$ cat src/rtl/bfi_pkg.sv
// Package for the byte-code interpreter: types, constants and the opcode table.
package bfi_pkg;

  localparam int unsigned BYTE_W     = 8;
  localparam int unsigned PROG_DEPTH = 256;
  localparam int unsigned PA_W       = $clog2(PROG_DEPTH);
  localparam int unsigned PC_W       = PA_W + 1;
  localparam int unsigned MEM_DEPTH  = 256;
  localparam int unsigned DA_W       = $clog2(MEM_DEPTH);
  localparam int unsigned Q_DEPTH    = 64;
  localparam int unsigned QA_W       = $clog2(Q_DEPTH);
  localparam int unsigned QC_W       = QA_W + 1;

  localparam logic [BYTE_W-1:0] CH_HALT  = 8'h00;
  localparam logic [BYTE_W-1:0] CH_PLUS  = 8'h2B;
  localparam logic [BYTE_W-1:0] CH_MINUS = 8'h2D;
  localparam logic [BYTE_W-1:0] CH_LEFT  = 8'h3C;
  localparam logic [BYTE_W-1:0] CH_RIGHT = 8'h3E;
  localparam logic [BYTE_W-1:0] CH_LB    = 8'h5B;
  localparam logic [BYTE_W-1:0] CH_RB    = 8'h5D;
  localparam logic [BYTE_W-1:0] CH_EQ    = 8'h3D;
  localparam logic [BYTE_W-1:0] CH_IO    = 8'h3F;

  localparam logic [BYTE_W-1:0] MODE_COPY   = 8'd6;
  localparam logic [BYTE_W-1:0] MODE_PUSH   = 8'd8;
  localparam logic [BYTE_W-1:0] MODE_POPB   = 8'd9;
  localparam logic [BYTE_W-1:0] MODE_POPF   = 8'd10;
  localparam logic [BYTE_W-1:0] MODE_QCLR   = 8'd11;
  localparam logic [BYTE_W-1:0] MODE_LOWER  = 8'd12;
  localparam logic [BYTE_W-1:0] MODE_UPPER  = 8'd13;
  localparam logic [BYTE_W-1:0] MODE_DIGIT  = 8'd14;
  localparam logic [BYTE_W-1:0] MODE_OPCODE = 8'd15;
  localparam logic [BYTE_W-1:0] MODE_AND    = 8'd20;
  localparam logic [BYTE_W-1:0] MODE_OR     = 8'd21;
  localparam logic [BYTE_W-1:0] MODE_NZ     = 8'd22;
  localparam logic [BYTE_W-1:0] MODE_XOR    = 8'd23;
  localparam logic [BYTE_W-1:0] MODE_RDDP   = 8'd24;
  localparam logic [BYTE_W-1:0] MODE_RDPC   = 8'd25;
  localparam logic [BYTE_W-1:0] MODE_JBACK  = 8'd26;
  localparam logic [BYTE_W-1:0] MODE_JFWD   = 8'd27;

  localparam logic [BYTE_W-1:0] OFS_LOWER   = 8'd97;
  localparam logic [BYTE_W-1:0] OFS_UPPER   = 8'd65;
  localparam logic [BYTE_W-1:0] OFS_DIGIT   = 8'd48;
  localparam logic [BYTE_W-1:0] LIM_LETTER  = 8'd25;
  localparam logic [BYTE_W-1:0] LIM_DIGIT   = 8'd9;
  localparam logic [BYTE_W-1:0] LIM_OPCODE  = 8'd7;

  typedef enum logic [1:0] {
    REQ_LOAD    = 2'd0,
    REQ_EXEC    = 2'd1,
    REQ_RESTART = 2'd2
  } req_e;

  typedef struct packed {
    logic [1:0]        req_type;
    logic [PA_W-1:0]   prog_addr;
    logic [BYTE_W-1:0] prog_byte;
  } in_t;

  typedef struct packed {
    logic              running;
    logic [PC_W-1:0]   program_counter;
    logic [DA_W-1:0]   data_pointer;
    logic [BYTE_W-1:0] cell_value;
    logic [BYTE_W-1:0] current_mode;
    logic [QC_W-1:0]   queue_fill;
  } out_t;

  typedef enum logic [4:0] {
    CMD_NONE, CMD_ACCEPT, CMD_LOAD, CMD_RESTART, CMD_HALT, CMD_DECODE, CMD_EXEC,
    CMD_SCANF_INIT, CMD_SCANF_RD, CMD_SCANF_CHK,
    CMD_SCANB_INIT, CMD_SCANB_DEC, CMD_SCANB_RD, CMD_SCANB_CHK,
    CMD_COPY_INIT, CMD_COPY_RD, CMD_COPY_CHK,
    CMD_POPB_RD, CMD_POPB_WR, CMD_POPF_RD, CMD_POPF_WR, CMD_ADVANCE
  } cmd_e;

  typedef enum logic [4:0] {
    ST_IDLE, ST_LOAD, ST_RESTART, ST_FETCH, ST_DECODE, ST_EXEC, ST_HALT,
    ST_SCANF_INIT, ST_SCANF_RD, ST_SCANF_CHK,
    ST_SCANB_INIT, ST_SCANB_DEC, ST_SCANB_RD, ST_SCANB_CHK,
    ST_COPY_INIT, ST_COPY_RD, ST_COPY_CHK,
    ST_POPB_RD, ST_POPB_WR, ST_POPF_RD, ST_POPF_WR, ST_ADVANCE,
    ST_SETTLE, ST_OUT
  } state_e;

  typedef struct packed {
    logic              stop;
    logic              done;
    logic              cell_zero;
    logic [BYTE_W-1:0] instr;
    logic [BYTE_W-1:0] mode;
  } ctl_sts_t;

  function automatic logic [BYTE_W-1:0] op_code(input logic [2:0] idx);
    logic [BYTE_W-1:0] r;
    case (idx)
      3'd0:    r = CH_PLUS;
      3'd1:    r = CH_MINUS;
      3'd2:    r = CH_LEFT;
      3'd3:    r = CH_RIGHT;
      3'd4:    r = CH_LB;
      3'd5:    r = CH_RB;
      3'd6:    r = CH_EQ;
      default: r = CH_IO;
    endcase
    return r;
  endfunction

endpackage

$ cat src/rtl/bfi_ctrl.sv
// Sequencer for the interpreter: request dispatch, scans, queue operations.
module bfi_ctrl (
  input  logic              clk_i,
  input  logic              rst_ni,
  input  logic              start_i,
  input  logic [1:0]        req_type_i,
  input  bfi_pkg::ctl_sts_t sts_i,
  output bfi_pkg::cmd_e     cmd_o,
  output logic              busy_o,
  output logic              strobe_o
);

  bfi_pkg::state_e state_q, state_d;

  always_ff @(posedge clk_i or negedge rst_ni) begin
    if (!rst_ni) begin
      state_q <= bfi_pkg::ST_IDLE;
    end else begin
      state_q <= state_d;
    end
  end

  always_comb begin
    state_d  = state_q;
    cmd_o    = bfi_pkg::CMD_NONE;
    busy_o   = 1'b1;
    strobe_o = 1'b0;
    case (state_q)
      bfi_pkg::ST_IDLE: begin
        busy_o = 1'b0;
        if (start_i) begin
          cmd_o = bfi_pkg::CMD_ACCEPT;
          case (bfi_pkg::req_e'(req_type_i))
            bfi_pkg::REQ_LOAD:    state_d = bfi_pkg::ST_LOAD;
            bfi_pkg::REQ_EXEC:    state_d = bfi_pkg::ST_FETCH;
            bfi_pkg::REQ_RESTART: state_d = bfi_pkg::ST_RESTART;
            default:              state_d = bfi_pkg::ST_SETTLE;
          endcase
        end
      end
      bfi_pkg::ST_LOAD: begin
        cmd_o   = bfi_pkg::CMD_LOAD;
        state_d = bfi_pkg::ST_SETTLE;
      end
      bfi_pkg::ST_RESTART: begin
        cmd_o   = bfi_pkg::CMD_RESTART;
        state_d = bfi_pkg::ST_SETTLE;
      end
      bfi_pkg::ST_FETCH: begin
        state_d = sts_i.stop ? bfi_pkg::ST_HALT : bfi_pkg::ST_DECODE;
      end
      bfi_pkg::ST_DECODE: begin
        cmd_o   = bfi_pkg::CMD_DECODE;
        state_d = bfi_pkg::ST_EXEC;
        if (sts_i.instr == bfi_pkg::CH_HALT) begin
          state_d = bfi_pkg::ST_HALT;
        end else if (sts_i.instr == bfi_pkg::CH_LB && sts_i.cell_zero) begin
          state_d = bfi_pkg::ST_SCANF_INIT;
        end else if (sts_i.instr == bfi_pkg::CH_RB && !sts_i.cell_zero) begin
          state_d = bfi_pkg::ST_SCANB_INIT;
        end else if (sts_i.instr == bfi_pkg::CH_IO) begin
          if (sts_i.mode == bfi_pkg::MODE_COPY) begin
            state_d = bfi_pkg::ST_COPY_INIT;
          end else if (sts_i.mode == bfi_pkg::MODE_POPB) begin
            state_d = bfi_pkg::ST_POPB_RD;
          end else if (sts_i.mode == bfi_pkg::MODE_POPF || sts_i.mode == bfi_pkg::MODE_AND ||
                       sts_i.mode == bfi_pkg::MODE_OR || sts_i.mode == bfi_pkg::MODE_NZ ||
                       sts_i.mode == bfi_pkg::MODE_XOR) begin
            state_d = bfi_pkg::ST_POPF_RD;
          end
        end
      end
      bfi_pkg::ST_EXEC: begin
        cmd_o   = bfi_pkg::CMD_EXEC;
        state_d = bfi_pkg::ST_SETTLE;
      end
      bfi_pkg::ST_HALT: begin
        cmd_o   = bfi_pkg::CMD_HALT;
        state_d = bfi_pkg::ST_SETTLE;
      end
      bfi_pkg::ST_SCANF_INIT: begin
        cmd_o   = bfi_pkg::CMD_SCANF_INIT;
        state_d = sts_i.done ? bfi_pkg::ST_SETTLE : bfi_pkg::ST_SCANF_RD;
      end
      bfi_pkg::ST_SCANF_RD: begin
        cmd_o   = bfi_pkg::CMD_SCANF_RD;
        state_d = bfi_pkg::ST_SCANF_CHK;
      end
      bfi_pkg::ST_SCANF_CHK: begin
        cmd_o   = bfi_pkg::CMD_SCANF_CHK;
        state_d = sts_i.done ? bfi_pkg::ST_SETTLE : bfi_pkg::ST_SCANF_RD;
      end
      bfi_pkg::ST_SCANB_INIT: begin
        cmd_o   = bfi_pkg::CMD_SCANB_INIT;
        state_d = bfi_pkg::ST_SCANB_DEC;
      end
      bfi_pkg::ST_SCANB_DEC: begin
        cmd_o   = bfi_pkg::CMD_SCANB_DEC;
        state_d = sts_i.done ? bfi_pkg::ST_SETTLE : bfi_pkg::ST_SCANB_RD;
      end
      bfi_pkg::ST_SCANB_RD: begin
        cmd_o   = bfi_pkg::CMD_SCANB_RD;
        state_d = bfi_pkg::ST_SCANB_CHK;
      end
      bfi_pkg::ST_SCANB_CHK: begin
        cmd_o   = bfi_pkg::CMD_SCANB_CHK;
        state_d = sts_i.done ? bfi_pkg::ST_SETTLE : bfi_pkg::ST_SCANB_DEC;
      end
      bfi_pkg::ST_COPY_INIT: begin
        cmd_o   = bfi_pkg::CMD_COPY_INIT;
        state_d = bfi_pkg::ST_COPY_RD;
      end
      bfi_pkg::ST_COPY_RD: begin
        cmd_o   = bfi_pkg::CMD_COPY_RD;
        state_d = bfi_pkg::ST_COPY_CHK;
      end
      bfi_pkg::ST_COPY_CHK: begin
        cmd_o   = bfi_pkg::CMD_COPY_CHK;
        state_d = sts_i.done ? bfi_pkg::ST_ADVANCE : bfi_pkg::ST_COPY_RD;
      end
      bfi_pkg::ST_POPB_RD: begin
        cmd_o   = bfi_pkg::CMD_POPB_RD;
        state_d = bfi_pkg::ST_POPB_WR;
      end
      bfi_pkg::ST_POPB_WR: begin
        cmd_o   = bfi_pkg::CMD_POPB_WR;
        state_d = bfi_pkg::ST_ADVANCE;
      end
      bfi_pkg::ST_POPF_RD: begin
        cmd_o   = bfi_pkg::CMD_POPF_RD;
        state_d = bfi_pkg::ST_POPF_WR;
      end
      bfi_pkg::ST_POPF_WR: begin
        cmd_o   = bfi_pkg::CMD_POPF_WR;
        state_d = bfi_pkg::ST_ADVANCE;
      end
      bfi_pkg::ST_ADVANCE: begin
        cmd_o   = bfi_pkg::CMD_ADVANCE;
        state_d = bfi_pkg::ST_SETTLE;
      end
      bfi_pkg::ST_SETTLE: begin
        state_d = bfi_pkg::ST_OUT;
      end
      bfi_pkg::ST_OUT: begin
        strobe_o = 1'b1;
        state_d  = bfi_pkg::ST_IDLE;
      end
      default: begin
        state_d = bfi_pkg::ST_IDLE;
      end
    endcase
  end

endmodule

$ cat config.mk
export PLATFORM = sky130hd
export DESIGN_NAME = bfi_ctrl
export DESIGN_NICKNAME = d
export VERILOG_FILES = /design/src/rtl/bfi_pkg.sv /design/src/rtl/bfi_ctrl.sv
export SDC_FILE = /design/constraint.sdc
export NUM_CORES = 1
export LEC_CHECK = 0
export BUFFER_PORTS_ARGS = -buffer_cell sky130_fd_sc_hd__buf_2
export CORE_MARGIN = 5
export CORE_UTILIZATION = 49
export DETAILED_ROUTE_END_ITERATION = 16
export GPL_ROUTABILITY_DRIVEN = 0
export PLACE_DENSITY = 0.8
export SETUP_SLACK_MARGIN = 0.15
export SLEW_MARGIN = 20
export SYNTH_ARGS = -nofsm -noshare
export SYNTH_HDL_FRONTEND = slang
export SYNTH_SLANG_ARGS = --single-unit
export TNS_END_PERCENT = 30
$ cat constraint.sdc
create_clock -name clk_i -period 2 [get_ports clk_i]
set_input_delay 0.1 -clock clk_i [delete_from_list [all_inputs] [get_ports clk_i]]
set_output_delay 0.1 -clock clk_i [all_outputs]
set_load 0.005 [all_outputs]
Word level (Yosys, flattened, before mapping)
Index checks and enable logic that the tools add are counted.

cells by class
  eq/ne operators = 36
  reductions and logical operators = 13
  mux-type cells = 19

operators with widths
  kind                                           number
  case mux 5 bit (21 select lines)               1
  case mux 5 bit (17 select lines)               1
  two-way mux 5 bit                              12
  == test 5 x 4 -> 1 bit, second input constant  8
  == test 5 bit, second input constant           8
  == test 8 x 5 -> 1 bit, second input constant  4
  == test 5 x 3 -> 1 bit, second input constant  4
  == test 8 x 4 -> 1 bit, second input constant  2
  == test 8 x 7 -> 1 bit, second input constant  2
  case mux 5 bit (3 select lines)                1
  == test 5 x 2 -> 1 bit, second input constant  2
  == test 8 x 3 -> 1 bit, second input constant  1
  == test 8 x 6 -> 1 bit, second input constant  1
  zero test 8 bit                                1
  == test 5 x 1 -> 1 bit, second input constant  1
  zero test 5 bit                                1
  OR reduction 5 bit                             1
  logical OR 1 bit                               4
  OR reduction 2 bit                             2
  two-way mux 1 bit                              3
  == test 2 x 1 -> 1 bit, second input constant  1
  == test 2 bit, second input constant           1
  logical AND 1 bit                              2
  zero test 2 bit                                1
  3 further kinds                                3

word-level totals
  flip-flop bits (word level) = 5
  output and inout port bits = 7
  input port bits = 24
  word-level logic and storage cells = 69

Depth between registers and ports, before layout
Gate-level depths: netlist of the first run.

  depth in word-level cells = 13
  gate-level depth with buffers = 7

Worst setup path after synthesis of the first run
No wires, ideal clock.

  path type = register -> register
  start point = register state_q[0]
  end point = register state_q[1]
  buffers on the path = 1
  slack = 0.544 ns
  period minus slack after synthesis = 1.456 ns
  cell stages (with the launch flop) = 7
  arrival = 1.324 ns
  library setup time = 0.132 ns
  cells stage by stage = dfrtp_1 buf_2 nor2_1 and3_1 a311o_1 a211oi_1 o22ai_1

on the way
  longest elaborated chain between the ends = 3
  elaborated cells between the ends (all ways) = 28
  those cells by class = 23 x eq/ne; 1 x mux; 4 x reduce/logical

RTL lines
  what                                                                RTL line        source
  start: declaration                                                  bfi_ctrl.sv:13  bfi_pkg::state_e state_q, state_d;
  start signal: assignment                                            bfi_ctrl.sv:17  state_q <= bfi_pkg::ST_IDLE;
  start signal: assignment                                            bfi_ctrl.sv:19  state_q <= state_d;
  == test 5 bit (tied with other cells)                               bfi_ctrl.sv:28  case (state_q)
  OR reduction 5 bit (no line) or OR reduction 2 bit (tied branches)  -
  case mux 5 bit (17 select lines)                                    bfi_ctrl.sv:28

Several ways; a longest one is shown, not always the timed one.
A chain may end at the register's enable or synchronous reset.

Final worst setup path of the first run
  start point = register state_q[4]
  end point = output cmd_o[1]

on the way
  longest elaborated chain between the ends = 2
  elaborated cells between the ends (all ways) = 22
  those cells by class = 20 x eq/ne; 1 x mux; 1 x reduce/logical

RTL lines
  what                                   RTL line        source
  == test 5 bit (tied with other cells)  bfi_ctrl.sv:28
  case mux 5 bit (21 select lines) *     bfi_ctrl.sv:28
  end: declaration                       bfi_ctrl.sv:8   output bfi_pkg::cmd_e cmd_o,

Every way passes the cells marked *; elsewhere a longest branch is shown, timed or not.

==> results of run 1 <==
[cell usage in the layout (no fill, tap or decap), types with 2 or more instances in the layout]
| master | n |
|---|---|
| a211oi_1 | 2 |
| a21oi_1 | 8 |
| a31oi_1 | 7 |
| and3_1 | 5 |
| buf_2 | 30 |
| buf_4 | 3 |
| clkbuf_4 | 3 |
| dfrtp_1 | 4 |
| inv_1 | 3 |
| nand2_1 | 13 |
| nand2b_1 | 4 |
| nand3_1 | 4 |
| nand3b_1 | 2 |
| nand4_1 | 2 |
| nand4b_1 | 2 |
| nor2_1 | 15 |
| nor2b_1 | 5 |
| nor3_1 | 3 |
| nor4_4 | 2 |
| o21ai_0 | 6 |
| o221ai_1 | 2 |
| o22ai_1 | 4 |
| o311ai_0 | 2 |
| or2_2 | 2 |
[how the worst max path moves through the flow]
stage	end	slack, ns	cells after the start
floorplan	state_q[1]$_DFFE_PN0P_	0.54	6
global placement	state_q[1]$_DFFE_PN0P_	0.36	5
detailed placement	state_q[1]$_DFFE_PN0P_	0.35	5
CTS	cmd_o[0]	0.21	6
global route	cmd_o[1]	0.13	4
finish	cmd_o[1]	0.28	4
[stage by stage]
step                hold slack [ns]  setup WS, ns  power, mW  area, sq um  instances
CTS                           0.206         0.209       1.38         1060        181
finish                        0.204         0.276       1.39         1060        181
detailed placement          -0.0815         0.345       1.26         1030        176
global placement            -0.0816         0.364       1.24         1030        176
floorplan                    -0.196         0.544       1.01          873        128
global route                  0.224         0.135       1.53         1060        181
[final cells by class]
cell class | instances | area [sq um] | area share, %
inverter | 4 | 15.0 | 1.41
multi-input combinational | 109 | 683 | 64.2
clock buffer | 4 | 26.3 | 2.47
tap | 25 | 31.3 | 2.94
timing repair buffer | 34 | 183 | 17.2
sequential | 5 | 126 | 11.9
[cells by family after synthesis]
logic type	synth area share [%]
simple gates	43.4
compound gates	31.4
buf+inv	7.45
flops	14.3
mux	2.44
xor+xnor	1.00
[where the power goes]
group	total [mW]	leakage (nW)	internal (mW)	switching, mW
registers	0.343	0.0599	0.158	0.185
clock network	0.116	0.0150	0.0754	0.0407
logic	0.934	0.364	0.439	0.495
total	1.39	0.439	0.673	0.720
[repair_timing]
| item | 4_1_cts | 5_1_grt |
|---|---|---|
| endpoints found under the hold margin | 5 | 0 |
| endpoints found under the setup margin | 0 | 2 |
| gates resized for setup | 0 | 1 |
| hold buffers | 1 | 0 |
[routing by layer]
metal  up-vias  global-route usage [%]  share of wire, %
li1        535                       -                 -
met1       508                    22.6                42
met2        49                    34.3                49
met3         4                    2.85               7.7
met4         0                    6.38              0.98
met5         -                       0                 0
==> flow_summary.ini, run 1 <==
[outcome]
status = completed

[critical_path]
cp_num_buf_inv = 2
r2r_cells = 5
critPathKind = flop to output port
crit_required_ns = 1.90
rr_endpoint = state_q[1]$_DFFE_PN0P_
r2r-start = state_q[3]$_DFFE_PN0P_
crit_path_start_kind = flop
crit_chain = buf_4 > o311ai_0 > o31ai_1 > buf_2
crit_fanout = 16
worstPathArrival_ns = 1.62
endpoint_kind = output port
slowest_delay_ns = 0.54
critPathTopFamily = flip-flops
cpMaxStageDelayCell = dfrtp_1
critPathLaunch = state_q[4]$_DFFE_PN0P_
reg2reg_slack_ns = 0.30

[clock_tree]
tritoncts = yes
clock-sinks = 5
root_buffer = clkbuf_4
cts_max_level = 1
worstSkewPairLatency_ns = 0.24
cts.clk_slew.worst_paths_ns = 0.04
post_cts_buffers = 0
cts_buffers = 3
clk_path_buf_depth = 2

[route]
dr.pass1.iters = 4
drtIter0Drc = 33
wl_um = 2350
routedWlPerCell_um = 13.0
drc_errors = 0
drtAntennaViolNets = 0
vias = 1096
viasPerCell = 6.06

[yosys]
yosysUniqueCellTypes = 45
netlist_area_sq_um = 873
postSynth.asyncResetShare_pct = 100
ys_warn_count = 0
synth_nets = 152
syn_area_per_cell_sq_um = 6.82
yosysTopAreaCell = dfrtp_1
synth_edf_count = 0
synth_top_cell_area_share_pct = 14.3
syn-instance-count = 128
ys_ff_latch = 5
synth_most_common_cell = nor2_1
synth-main-ff-cell = dfrtp_1
synthTopCellsByCount = nor2_1 (15), nand2_1 (13), a21oi_1 (8), a31oi_1 (7), buf_2 (7)
synth.area.top_cells = dfrtp_1 (14%), nor2_1 (6.4%), nand2_1 (5.6%)
synth-seq-area-share_pct = 14.3

[floorplan]
fp-row-count = 15
die_area_sq_mm = 0.00273
start_util_pct = 51.1
io_pins = 31
fp.dieW_um = 52.2
die_y_um = 52.2
core_sq_mm = 0.00171

[final_layout]
drive_gt1_share_pct = 29.5
final_core_util_pct = 62.3
final_net_count = 181
largest_reg_flops = 5
n_fill_cell = 155
antenna_cells = 0
top_register = state_q
area_delta_synth_final_pct = 21.9
top_regs = state_q (5)

[timing]
fmax_mhz = 580
final_max_slew_viol_count = 0
period_minus_slack_ns = 1.72
setup_viol = 0
max-slew-margin-rel_pct = 69.2
rsz0062_at_grt = true
setup_tns_ns = 0
tightest_slew_ns = 0.461
finClkSkew_ns = 0.000976
finalCritPeriodShare_pct = 86.2
final_hold_viol_count = 0

[grt]
grt_pass1_wl_um = 4080
grt_max_degree = 21
grt_pass1_vias = 999
grt_antenna_before_repair = 0
overflow = 0
grt_usage_pct = 19.0

[pwr]
peakVddDrop_v = 0.000577
powerDensity_mw_per_mm2 = 1310
leakage_nw = 0.439

[hold_path]
min_path_type = primary input to async pin

[placed_design]
hpwl_um = 1930
port-buffer-count = 30

[run]
cap_violations = 0
Power figures use the tool's default switching activity.
==> run 2, diff against run 1 <==
--- a/config.mk
+++ b/config.mk
@@ -10,7 +10,7 @@
 export CORE_UTILIZATION = 49
 export DETAILED_ROUTE_END_ITERATION = 16
 export GPL_ROUTABILITY_DRIVEN = 0
-export PLACE_DENSITY = 0.8
+export PLACE_DENSITY = 0.79
 export SETUP_SLACK_MARGIN = 0.15
 export SLEW_MARGIN = 20
 export SYNTH_ARGS = -nofsm -noshare
==> run 2 against run 1 <==
  * Clock skew up 0.0093 ns
  * Power up 1.6%
  * Non-clock buffer count unchanged
  * Register-to-register slack worse by 0.07 ns
  * Clock power up 8%
  * Fmax down 2.4%
  * Setup slack worse by 0.042 ns
  * Design area unchanged
  * Sequential power about the same
  * Via count up 1.8%
  * Sequential cell count unchanged
  * Sequential share of layout area unchanged
  * Largest cell class unchanged
  * Largest power group unchanged
==> flow_summary.ini, run 2 (synthesized netlist as in run 1, its figures left out) <==
[grt]
grt_antenna_before_repair = 0
overflow = 0
grt_pass1_vias = 1017
grt_usage_pct = 19.5
grt_pass1_wl_um = 4110
grt_max_degree = 21

[final_layout]
final_core_util_pct = 62.3
top_regs = state_q (5)
mostFrequentLayoutCell = buf_2
antenna_cells = 0
top_register = state_q
area_delta_synth_final_pct = 21.9
largest_reg_flops = 5
drive_gt1_share_pct = 29.5
n_fill_cell = 155
layout_common_cells = buf_2 (30), nor2_1 (15), nand2_1 (13)
final_net_count = 181
multi_input_area_sq_um = 683
seq_area_sq_um = 126

[critical_path]
crit_path_start_kind = flop
crit_required_ns = 2.11
cp_num_buf_inv = 0
endpoint_kind = flop
crit_fanout = 12
worstPathArrival_ns = 1.88
critPathKind = flop to flop
critPathTopFamily = compound AO/OA/AOI/OAI gates
cpMaxStageDelayCell = dfrtp_1
slowest_delay_ns = 0.55
crit_chain = nor2_1 > and3_1 > a311o_1 > a211oi_1 > o22ai_1

[floorplan]
core_sq_mm = 0.00171
start_util_pct = 51.1
die_y_um = 52.2
io_pins = 31
fp-row-count = 15
die_area_sq_mm = 0.00273
fp.dieW_um = 52.2

[timing]
tightest_slew_ns = 0.435
setup_tns_ns = 0
rsz0062_at_grt = true
setup_viol = 0
finalCritPeriodShare_pct = 88.3
final_hold_viol_count = 0
finClkSkew_ns = 0.0103
final_max_slew_viol_count = 0
fmax_mhz = 566
period_minus_slack_ns = 1.77
max-slew-margin-rel_pct = 71.0

[clock_tree]
clock-sinks = 5
cts.clk_slew.worst_paths_ns = 0.05
clk_path_buf_depth = 2
post_cts_buffers = 0
cts_max_level = 1
root_buffer = clkbuf_4
worstSkewPairLatency_ns = 0.25
tritoncts = yes
cts_buffers = 3

[route]
drc_errors = 0
drtIter0Drc = 29
routedWlPerCell_um = 13.6
viasPerCell = 6.17
dr.pass1.iters = 4
drtAntennaViolNets = 0
wl_um = 2460
vias = 1116

[pwr]
p_clk_share_pct = 8.8
peakVddDrop_v = 0.000536
p_sw_mw = 0.742
seqPwrFrac_pct = 24.1
switching_share_pct = 52.4
power_frac_comb_pct = 67.1
leakage_nw = 0.439
internal_power_mw = 0.674
powerDensity_mw_per_mm2 = 1330

[run]
cap_violations = 0

[placed_design]
port-buffer-count = 30
hpwl_um = 2030

[hold_path]
min_path_type = primary input to async pin

[outcome]
status = completed
-- run 2: path summary, 6_finish.rpt --
check,startpoint,cells past startpoint,slack (ns),endpoint
worst min-delay path,rst_ni,2,0.19,state_q[0]$_DFFE_PN0P_
min in group clk_i,req_type_i[1],4,0.26,state_q[0]$_DFFE_PN0P_
worst max-delay path,state_q[3]$_DFFE_PN0P_,5,0.23,state_q[1]$_DFFE_PN0P_
worst min register to register,state_q[0]$_DFFE_PN0P_,1,0.81,state_q[3]$_DFFE_PN0P_
worst max register to register,state_q[3]$_DFFE_PN0P_,5,0.23,state_q[1]$_DFFE_PN0P_
max in group asynchronous,rst_ni,2,1.64,state_q[1]$_DFFE_PN0P_
-- run 2: layer usage --
metal / vias to the layer above / routed length (um) / part of all wire (%) / GRT usage, %
met5: - / 0 / 0 / 0
met4: 0 / 24 / 0.98 / 6.81
met3: 5 / 209 / 8.5 / 1.42
met2: 56 / 1250 / 51 / 36.6
met1: 516 / 971 / 40 / 22.9
li1: 539 / - / - / -
-- run 2: what timing repair did --
item / in CTS / in global routing
hold endpoints to repair: 5 / 0
hold buffers: 1 / 0
endpoints found under the setup margin: 0 / 2
resized for setup: 0 / 1
-- run 2: worst reg2reg max path: stages, from the launching register on --
cell and delay [ns]:
dfrtp_1 0.55, nor2_1 0.17, and3_1 0.20, a311o_1 0.31
a211oi_1 0.27, o22ai_1 0.12
-- run 2: power groups by stage --
stage                     clock [mW]  sequential, mW  combinational (mW)
after floorplan                    0           0.180               0.832
after global placement             0           0.330               0.912
after detailed placement           0           0.337               0.933
after CTS                      0.124           0.334               0.941
after global routing           0.135           0.359                1.06
final                          0.125           0.342               0.949
-- run 2: metrics by stage --
| stage | area, sq um | hold slack [ns] | worst slack (ns) | total power [mW] | std cells |
|---|---|---|---|---|---|
| after global placement | 1030 | -0.0804 | 0.361 | 1.24 | 176 |
| final | 1060 | 0.191 | 0.234 | 1.42 | 181 |
| after detailed placement | 1030 | -0.0736 | 0.268 | 1.27 | 176 |
| after floorplan | 873 | -0.196 | 0.544 | 1.01 | 128 |
| after CTS | 1060 | 0.196 | 0.177 | 1.40 | 181 |
| after global routing | 1060 | 0.213 | 0.104 | 1.55 | 181 |
-- run 2: layout make-up --
type	count	share of cell area (%)
Inverter	4	1.41
Sequential cell	5	11.9
Multi-Input combinational cell	109	64.2
Tap cell	25	2.94
Clock buffer	4	2.47
Timing Repair Buffer	34	17.2
